[src/rtl/ttt_pkg.sv]
package ttt_pkg;

	localparam int TABLE_DEPTH = 64;
	localparam int CNT_W = $clog2(TABLE_DEPTH);

	localparam logic [2:0] CMD_INSERT = 3'd0;
	localparam logic [2:0] CMD_LOOKUP = 3'd1;
	localparam logic [2:0] CMD_NEWER  = 3'd2;
	localparam logic [2:0] CMD_PURGE  = 3'd3;
	localparam logic [2:0] CMD_REMOVE = 3'd4;
	localparam logic [2:0] CMD_TICK   = 3'd5;

	localparam logic [1:0] ST_OK       = 2'd0;
	localparam logic [1:0] ST_NOTFOUND = 2'd1;
	localparam logic [1:0] ST_FULL     = 2'd2;

	typedef struct packed {
		logic        valid;
		logic [31:0] dest;
		logic [31:0] hop;
		logic [15:0] seq;
		logic [31:0] expiry;
	} entry_t;

	typedef struct packed {
		logic [1:0]  status;
		logic [15:0] found_seq;
		logic [31:0] found_time;
		logic        table_changed;
		logic [31:0] next_expiry;
		logic        next_valid;
	} result_t;

endpackage

[src/rtl/ttt_cell.sv]
module ttt_cell (
	input  logic            clk,
	input  logic            arst_n,
	input  logic            shift,
	input  ttt_pkg::entry_t d,
	output ttt_pkg::entry_t q
);

	logic        valid_q;
	logic [31:0] dest_q;
	logic [31:0] hop_q;
	logic [15:0] seq_q;
	logic [31:0] expiry_q;

	always_ff @(posedge clk or negedge arst_n) begin
		if (!arst_n) begin
			valid_q <= 1'b0;
		end else if (shift) begin
			valid_q <= d.valid;
		end
	end

	always_ff @(posedge clk) begin
		if (shift) begin
			dest_q   <= d.dest;
			hop_q    <= d.hop;
			seq_q    <= d.seq;
			expiry_q <= d.expiry;
		end
	end

	assign q = {valid_q, dest_q, hop_q, seq_q, expiry_q};

endmodule

[src/rtl/ttt_scan.sv]
module ttt_scan (
	input  logic             clk,
	input  logic             arst_n,
	input  logic             start,
	input  logic             step,
	input  logic [2:0]       cmd,
	input  logic [31:0]      dest_ip,
	input  logic [31:0]      last_hop_ip,
	input  logic [15:0]      seq_num,
	input  logic [31:0]      time_value,
	input  ttt_pkg::entry_t  entry_in,
	output ttt_pkg::entry_t  entry_out,
	output ttt_pkg::result_t result
);

	logic [2:0]  cmd_q;
	logic [31:0] dest_q;
	logic [31:0] hop_q;
	logic [15:0] seq_q;
	logic [31:0] time_q;

	logic        hit_q, placed_q, changed_q, have_q;
	logic [31:0] best_q;
	logic [15:0] fseq_q;
	logic [31:0] ftime_q;

	logic        hit_n, placed_n, changed_n;
	logic [15:0] fseq_n;
	logic [31:0] ftime_n;
	logic        key_m, hop_m;

	assign key_m = entry_in.valid && entry_in.dest == dest_q && entry_in.hop == hop_q;
	assign hop_m = entry_in.valid && entry_in.hop == hop_q;

	always_comb begin
		entry_out = entry_in;
		hit_n     = hit_q;
		placed_n  = placed_q;
		changed_n = changed_q;
		fseq_n    = fseq_q;
		ftime_n   = ftime_q;
		case (cmd_q)
			ttt_pkg::CMD_INSERT: begin
				if (key_m) begin
					// key already placed in an earlier free slot: drop the old copy
					if (placed_q) begin
						entry_out.valid = 1'b0;
					end else begin
						entry_out.seq    = seq_q;
						entry_out.expiry = time_q;
						placed_n         = 1'b1;
					end
				end else if (!entry_in.valid && !placed_q) begin
					entry_out.valid  = 1'b1;
					entry_out.dest   = dest_q;
					entry_out.hop    = hop_q;
					entry_out.seq    = seq_q;
					entry_out.expiry = time_q;
					placed_n         = 1'b1;
				end
			end
			ttt_pkg::CMD_LOOKUP: begin
				if (key_m) begin
					hit_n   = 1'b1;
					fseq_n  = entry_in.seq;
					ftime_n = entry_in.expiry;
				end
			end
			ttt_pkg::CMD_NEWER: begin
				if (hop_m && entry_in.seq > seq_q) begin
					hit_n = 1'b1;
				end
			end
			ttt_pkg::CMD_PURGE: begin
				if (hop_m && entry_in.seq < seq_q) begin
					entry_out.valid = 1'b0;
					changed_n       = 1'b1;
				end
			end
			ttt_pkg::CMD_REMOVE: begin
				if (key_m) begin
					entry_out.valid = 1'b0;
					changed_n       = 1'b1;
				end
			end
			ttt_pkg::CMD_TICK: begin
				if (entry_in.valid && entry_in.expiry <= time_q) begin
					entry_out.valid = 1'b0;
					changed_n       = 1'b1;
				end
			end
			default: begin
			end
		endcase
	end

	always_ff @(posedge clk) begin
		if (start) begin
			cmd_q  <= cmd;
			dest_q <= dest_ip;
			hop_q  <= last_hop_ip;
			seq_q  <= seq_num;
			time_q <= time_value;
		end
	end

	always_ff @(posedge clk or negedge arst_n) begin
		if (!arst_n) begin
			hit_q     <= 1'b0;
			placed_q  <= 1'b0;
			changed_q <= 1'b0;
			have_q    <= 1'b0;
			best_q    <= '0;
			fseq_q    <= '0;
			ftime_q   <= '0;
		end else if (start) begin
			hit_q     <= 1'b0;
			placed_q  <= 1'b0;
			changed_q <= 1'b0;
			have_q    <= 1'b0;
			best_q    <= '0;
			fseq_q    <= '0;
			ftime_q   <= '0;
		end else if (step) begin
			hit_q     <= hit_n;
			placed_q  <= placed_n;
			changed_q <= changed_n;
			fseq_q    <= fseq_n;
			ftime_q   <= ftime_n;
			// track the earliest expiry among entries left in the ring
			if (entry_out.valid && (!have_q || entry_out.expiry < best_q)) begin
				have_q <= 1'b1;
				best_q <= entry_out.expiry;
			end
		end
	end

	always_comb begin
		result = '0;
		case (cmd_q)
			ttt_pkg::CMD_INSERT: begin
				result.status      = placed_q ? ttt_pkg::ST_OK : ttt_pkg::ST_FULL;
				result.next_expiry = have_q ? best_q : 32'd0;
				result.next_valid  = have_q;
			end
			ttt_pkg::CMD_LOOKUP: begin
				result.status     = hit_q ? ttt_pkg::ST_OK : ttt_pkg::ST_NOTFOUND;
				result.found_seq  = fseq_q;
				result.found_time = ftime_q;
			end
			ttt_pkg::CMD_NEWER: begin
				result.status = hit_q ? ttt_pkg::ST_OK : ttt_pkg::ST_NOTFOUND;
			end
			ttt_pkg::CMD_PURGE, ttt_pkg::CMD_REMOVE: begin
				result.status        = changed_q ? ttt_pkg::ST_OK : ttt_pkg::ST_NOTFOUND;
				result.table_changed = changed_q;
			end
			ttt_pkg::CMD_TICK: begin
				result.status        = ttt_pkg::ST_OK;
				result.table_changed = changed_q;
				result.next_expiry   = have_q ? best_q : 32'd0;
				result.next_valid    = have_q;
			end
			default: begin
			end
		endcase
	end

endmodule

[src/rtl/topology_tuple_table.sv]
// Topology tuple table: up to TABLE_DEPTH link tuples keyed by
// (dest_ip, last_hop_ip), each with a sequence number and expiry time.
// Input channel: in_valid / in_stall carry one command beat (cmd and its
// fields). Output channel: out_valid / out_stall carry one result beat per
// command.
// The tuples sit in a ring of cells that rotates one place per cycle while
// a command runs; a single scan unit at the head of the ring sees every
// tuple once and updates, removes or inserts it on the way past.
// One command is in flight at a time, and its result is gathered over
// one full rotation of the ring.
// in_stall is high while a command is in flight. If the receiver stalls,
// the finished result waits in the scan unit and the output register
// holds its beat; no new command is taken until the result is loaded.
// Reset clears every tuple's valid bit at once and empties the output;
// no clearing pass is needed.
module topology_tuple_table (
	input  logic        clk,
	input  logic        arst_n,
	input  logic        in_valid,
	output logic        in_stall,
	input  logic [2:0]  cmd,
	input  logic [31:0] dest_ip,
	input  logic [31:0] last_hop_ip,
	input  logic [15:0] seq_num,
	input  logic [31:0] time_value,
	output logic        out_valid,
	input  logic        out_stall,
	output logic [1:0]  status,
	output logic [15:0] found_seq,
	output logic [31:0] found_time,
	output logic        table_changed,
	output logic [31:0] next_expiry,
	output logic        next_valid
);

	localparam logic [1:0] S_IDLE = 2'd0;
	localparam logic [1:0] S_SCAN = 2'd1;
	localparam logic [1:0] S_DONE = 2'd2;

	logic [1:0]                state_q;
	logic [ttt_pkg::CNT_W-1:0] cnt_q;
	logic                      start, step, load;

	ttt_pkg::entry_t  ring [ttt_pkg::TABLE_DEPTH];
	ttt_pkg::entry_t  head_out;
	ttt_pkg::result_t res;

	assign in_stall = (state_q != S_IDLE);
	assign start    = in_valid && (state_q == S_IDLE);
	assign step     = (state_q == S_SCAN);
	assign load     = (state_q == S_DONE) && (!out_valid || !out_stall);

	for (genvar i = 0; i < ttt_pkg::TABLE_DEPTH; i++) begin : g_cell
		if (i == ttt_pkg::TABLE_DEPTH - 1) begin : g_tail
			ttt_cell u_cell (.clk(clk), .arst_n(arst_n), .shift(step),
				.d(head_out), .q(ring[i]));
		end else begin : g_body
			ttt_cell u_cell (.clk(clk), .arst_n(arst_n), .shift(step),
				.d(ring[i+1]), .q(ring[i]));
		end
	end

	ttt_scan u_scan (
		.clk        (clk),
		.arst_n     (arst_n),
		.start      (start),
		.step       (step),
		.cmd        (cmd),
		.dest_ip    (dest_ip),
		.last_hop_ip(last_hop_ip),
		.seq_num    (seq_num),
		.time_value (time_value),
		.entry_in   (ring[0]),
		.entry_out  (head_out),
		.result     (res)
	);

	always_ff @(posedge clk or negedge arst_n) begin
		if (!arst_n) begin
			state_q <= S_IDLE;
			cnt_q   <= '0;
		end else begin
			case (state_q)
				S_IDLE: begin
					if (start) begin
						state_q <= S_SCAN;
						cnt_q   <= '0;
					end
				end
				S_SCAN: begin
					cnt_q <= cnt_q + 1'b1;
					if (cnt_q == ttt_pkg::CNT_W'(ttt_pkg::TABLE_DEPTH - 1)) begin
						state_q <= S_DONE;
					end
				end
				S_DONE: begin
					if (load) begin
						state_q <= S_IDLE;
					end
				end
				default: begin
					state_q <= S_IDLE;
				end
			endcase
		end
	end

	always_ff @(posedge clk or negedge arst_n) begin
		if (!arst_n) begin
			out_valid <= 1'b0;
		end else if (load) begin
			out_valid <= 1'b1;
		end else if (!out_stall) begin
			out_valid <= 1'b0;
		end
	end

	always_ff @(posedge clk) begin
		if (load) begin
			status        <= res.status;
			found_seq     <= res.found_seq;
			found_time    <= res.found_time;
			table_changed <= res.table_changed;
			next_expiry   <= res.next_expiry;
			next_valid    <= res.next_valid;
		end
	end

endmodule
[config.mk]
export PLATFORM = sky130hd
export DESIGN_NAME = topology_tuple_table
export DESIGN_NICKNAME = d
export VERILOG_FILES = /design/src/rtl/ttt_pkg.sv /design/src/rtl/ttt_cell.sv /design/src/rtl/ttt_scan.sv /design/src/rtl/topology_tuple_table.sv
export SDC_FILE = /design/constraint.sdc
export NUM_CORES = 2
export LEC_CHECK = 0
export ABC_AREA = 1
export BUFFER_PORTS_ARGS = -buffer_cell sky130_fd_sc_hd__buf_2
export CORE_MARGIN = 5
export CORE_UTILIZATION = 51
export CTS_CLUSTER_SIZE = 24
export DETAILED_ROUTE_END_ITERATION = 10
export GPL_ROUTABILITY_DRIVEN = 0
export PLACE_DENSITY = 0.66
export SYNTH_ARGS = -nofsm -noshare
export SYNTH_HDL_FRONTEND = slang
export SYNTH_SLANG_ARGS = --single-unit
export TNS_END_PERCENT = 50
[constraint.sdc]
create_clock -name clk -period 420.9 [get_ports clk]
set_input_delay 84.18 -clock clk [delete_from_list [all_inputs] [get_ports clk]]
set_output_delay 84.18 -clock clk [all_outputs]
set_load 0.02 [all_outputs]
Yosys cells after proc, flatten, opt, wreduce, memory -nomap -nowiden
Index checks and enable logic that the tools add are counted.
Widths: inputs -> output; s select.

storage, ports and cells
  register bits = 7524
  input port bits = 119
  output and inout bits = 86
  logic and storage cells = 458

cells by class
  add/subtract/negate cells = 1
  $lt $le $gt $ge = 4
  eq/ne operators = 19
  multiplexer cells = 52
  reduce and logical (&&, ||, !) cells = 41

operators by type and width
  cell                 count
  $mux 32              7
  $mux 113             1
  $mux 112             1
  $mux 48              2
  $eq 32x32->1         2
  $mux 16              4
  $mux 64              1
  $le 32x32->1         1
  $lt 32x32->1         1
  $mux 1               25
  $gt 16x16->1         1
  $lt 16x16->1         1
  $ne 3x2->1 const B   5
  $reduce_bool 2->1    7
  $pmux 2 s3           2
  $pmux 6 s2           1
  $logic_and 1x1->1    10
  $reduce_and 3->1     3
  $mux 2               4
  $add 6x1->6 const B  1
  $eq 3x2->1 const B   2
  $eq 3x3->1 const B   2
  $eq 6x6->1 const B   1
  $mux 6               1
  19 further kinds     31

Longest topological paths before layout
  word-level depth = 11
  depth in mapped cells = 31
  mapped depth without buffers = 29

Cells and area by module
From an unflattened synthesis, not the netlist that was laid out.

second synthesis, totals
  cell total of the unflattened synthesis = 9520
  area, all modules = 234829.0 sq um

modules (own cells, without submodules)
  module                instances  cells an instance  area an instance (sq um)  sequential area each (sq um)
  ttt_cell              64         118                3410.8                    3388.2
  ttt_scan              1          1827               13570.5                   5555.3
  topology_tuple_table  1          141                2969.1                    2747.6

Worst setup path after synthesis
Ideal clock, no wire load.

  kind = register to register
  start point = register state_q[1]
  end point = register g_cell[0].g_body.u_cell.dest_q[0], enable pin
  setup time = 10.337 ns
  arrival = 193.143 ns
  required time = 410.563 ns
  setup slack = 217.420 ns
  stages on the path, launching flop included = 4
  buffers on the path = 2
  clock period less this slack = 203.480 ns
  cells stage by stage = dfrtp_1 -> nor2_1 -> clkbuf_1 -> clkbuf_1

between the ends
  word-level cells in the longest chain between the ends = 1

ends and longest elaborated chain
  element                   RTL line                    source
  start: declaration        topology_tuple_table.sv:40  logic [1:0] state_q;
  start signal: assignment  topology_tuple_table.sv:80  state_q <= S_IDLE;
  start signal: assignment  topology_tuple_table.sv:86  state_q <= S_SCAN;
  start signal: assignment  topology_tuple_table.sv:93  state_q <= S_DONE;
  $eq 2x1->1                topology_tuple_table.sv:50  assign step = (state_q == S_SCAN);
  end signal: assignment    ttt_cell.sv:25              dest_q <= d.dest;
  end: declaration          ttt_cell.sv:10              logic [31:0] dest_q;

Every way passes these cells.
A chain may end at the register's enable or synchronous reset.

==> summary.md <==
| Metric | Value |
|---|---|
| PwrDens | slightly above 8 mW/mm^2 |
| Detailed-route wire length per cell | 20.0 um |
| LEAKAGE | 0.0838 uW |
| Syn Nets | 9,357 |
| Final Setup Violations | 0 |
| Vias | roughly 84,000 |
| Post-route ant nets | 0 |
| Nets@finish | 10,300 |
| FF-to-FF path depth | 27 |
| CTS resizes | 0 |
| Minimum setup slack among reg-to-reg paths | 410,940 ps |
| Skew final | 57.8 ps |
| Most frequent cells in the layout | edfxtp_1, clkbuf_16, nand2_1, inv_1, buf_2 |
| Synth Register Bits | ~7,500 |
| Largest area contributor in the netlist | edfxtp_1 |
| Number of synthesized flops with an enable pin | 7,367 |
| Hold path depth | 0 |
| Total length of routed wires | 333,000 um |
| Total GRT Usage | 0.137 |
| R2R Path Start | u_scan.dest_q[4] |
| Final design utilization | 0.580 |
| Period utilization | 0.206 |
| Initial Util | 0.511 |
| Crit path launch | out_stall |
| GRT Residual Overflow | 0 |
| Most common cell after layout, fill and taps aside | edfxtp_1 |
| First-pass DRT Iterations | 7 |
| Die area | around 0.47 mm^2 |
| Clk buf depth | 4 |
| Area of the core | about 0.46 mm^2 |
| Setup Buffers After CTS | 0 |
| Worst IR Drop VDD | 0.00820 mV |
| Layout cells sized above 1 | 0.119 |
| Routed vias/inst | about 5 |
| Synth area leaders | edfxtp_1, dfrtp_1, nand2_1 |
| Drt drc | 0 |
| Largest net degree at the start of global routing | 218 |
| Hold path start | g_cell[16].g_body.u_cell.hop_q[18] |
| Worst path slowest cell | buf_4 |
| Reg area | approximately 0.23 mm^2 |
| Htree depth | 6 |
| Mapped Area | 0.233 mm^2 |
| IO Port Bufs | 204 |
| Max-Cap Viols | 0 |
| Post-Syn Area per Cell | 25.4 um^2 |
| RSZ-0062 raised after global routing | no |
| Ys Warns | 0 |
| Io pins | 205 |
| CP max FO | 53 |
| Die height | 686 um |
| DR iter-0 viols | 10,600 |
| Worst hold path type | flop to flop |
| Area of the multi-input gates | 0.00660 mm^2 |
| Largest stage delay, worst path | 830 ps |
| FP Rows | between 200 and 250 |
| CP cell instances | buf_2, nand2_1, inv_1, nand3_1, o211ai_1, nor2_4, buf_4, buf_4 |
| CP most frequent cell | buf_4 |
| Top-area cell type share of the netlist area | 0.949 |
| Buf+Inv Stages, Crit Path | 4 |
| Worst Hold Endpoint | g_cell[15].g_body.u_cell.hop_q[18] |
| Post-DP HPWL | 171,000 um |
| Netlist cell types | 41 |
| TritonCTS clock tree | done |
| Top FF cell, synth | edfxtp_1 |
| Share of the yosys chip area belonging to registers | 0.966 |
| Cells after Synth | 9,158 |
| Post-route setup TNS | 0 ps |
| Die width | 686 um |
| CP endpoint kind | flop |
| Root buffer cell | clkbuf_16 |
| Post-synth ARST share | 0.0209 |
| CP top delay family | buffers and inverters |
| Max Fclk | 11.6 MHz |
| Data required time at the worst endpoint | 421,560 ps |
| Worst EP arrival | 87,190 ps |
| Clk slew on worst S/H paths | about 60 ps |
| Area Overhead vs Synth | 13.4% |
| Initial antenna violation count | 24 |
| Fin crit period | 86,530 ps |
| Fin. Hold Viols | 0 |
| CP Class | input port to flop |
| FF-to-FF End | u_scan.best_q[26] |
| Max-slew headroom | 0.0348 |
| Status | complete, no violations |
| Worst Tran Pin Value | between 1000 and 1500 ps |
| Global-route wire length before repair | 501,000 um |
| Final Max Tran Viols | 0 |
| CP startpoint kind | input port |
| CTS Hold Bufs | 0 |
| Vias in the first global route | between 80,000 and 90,000 |
| Cts bufs inserted | 705 |
| Fillers | 31,300 |
| Clk_lat worst skew | 1030 ps |
| Sink Count | 7,524 |
## worst max path at each step
stage,slack [ps],cells after the start,end
after global routing,334290,8,u_scan.hop_q[3]
after floorplan,217420,3,g_cell[0].g_body.u_cell.dest_q[0]
after CTS,334480,8,u_scan.hop_q[3]
after detailed placement,333290,8,u_scan.hop_q[19]
final,334370,8,u_scan.hop_q[5]
after global placement,333480,8,u_scan.hop_q[10]
## synth_stat cells, drive strengths merged (2+ instances only)
library cell,count
o32ai,13
dfrtp,157
nor4,3
clkbuf,68
inv,265
o221ai,9
o21ai,112
a221oi,12
a22oi,5
nand4,8
ha,80
nor2,183
xnor2,6
o22ai,56
clkinv,4
edfxtp,7367
buf,19
a21oi,94
o21a,4
a22o,2
nand3,93
nand2,542
nor3,12
xor2,28
o211ai,2
a211oi,4
or2,2
## report_power, final
group / switching (uW) / internal [uW]
combinational: 182 / 19.9
sequential: 83.2 / 1260
clock: 259 / 339
## kinds of logic (layout without fill, tap and decap cells)
logic type,Yosys count,count (layout),synth area share
adders and majority gates,80,80,0.00430
xor gates and xnor gates,34,34,0.00128
and+or+nand+nor,844,844,0.0144
AOI/OAI and AO/OA,320,320,0.00803
buffers and inverters,356,1842,0.00588
DFF,7524,7524,0.966
other,0,15,0
## flip-flops by register name, summed over array words and instances, names as in the netlist, 3 cells and up
register                       count
g_cell.g_body.u_cell.dest_q     2016
g_cell.g_body.u_cell.expiry_q   2016
g_cell.g_body.u_cell.hop_q      2016
g_cell.g_body.u_cell.seq_q      1008
g_cell.g_body.u_cell.valid_q      63
found_time                        32
g_cell.g_tail.u_cell.dest_q       32
g_cell.g_tail.u_cell.expiry_q     32
g_cell.g_tail.u_cell.hop_q        32
next_expiry                       32
u_scan.best_q                     32
u_scan.dest_q                     32
u_scan.ftime_q                    32
u_scan.hop_q                      32
u_scan.time_q                     32
found_seq                         16
g_cell.g_tail.u_cell.seq_q        16
u_scan.fseq_q                     16
u_scan.seq_q                      16
cnt_q                              6
u_scan.cmd_q                       3
## through the flow
stage,total power [uW],hold slack (ps),instances,setup WS (ps),cell area [um^2]
6_report,2150,383,16700,334370,264000
5_1_grt,2250,383,16600,334290,264000
4_1_cts,2180,374,16600,334480,264000
3_5_place_dp,1560,405,15400,333290,242000
3_3_place_gp,1550,400,15400,333480,242000
2_1_floorplan,4740,400,9158,217420,233000
## metal layers
metal / routed length, um / track usage / share of wire
met1: 157000 / 0.218 / 0.47
met4: 11100 / 0.0496 / 0.033
met3: 27600 / 0.0390 / 0.083
met2: 137000 / 0.182 / 0.41
met5: 0 / 0 / 0
## area by class of cell
| class | instances | area share |
|---|---|---|
| Clock buffer | 885 | 0.0707 |
| Sequential cell | 7524 | 0.852 |
| Timing Repair Buffer | 303 | 0.00760 |
| Inverter | 269 | 0.00383 |
| Multi-Input combinational cell | 1278 | 0.0250 |
| Tap cell | 6000 | 0.0284 |
| Antenna cell | 15 | 0.000142 |
| Clock inverter | 385 | 0.0122 |
Note: power is estimated with default switching activity, not from simulation.
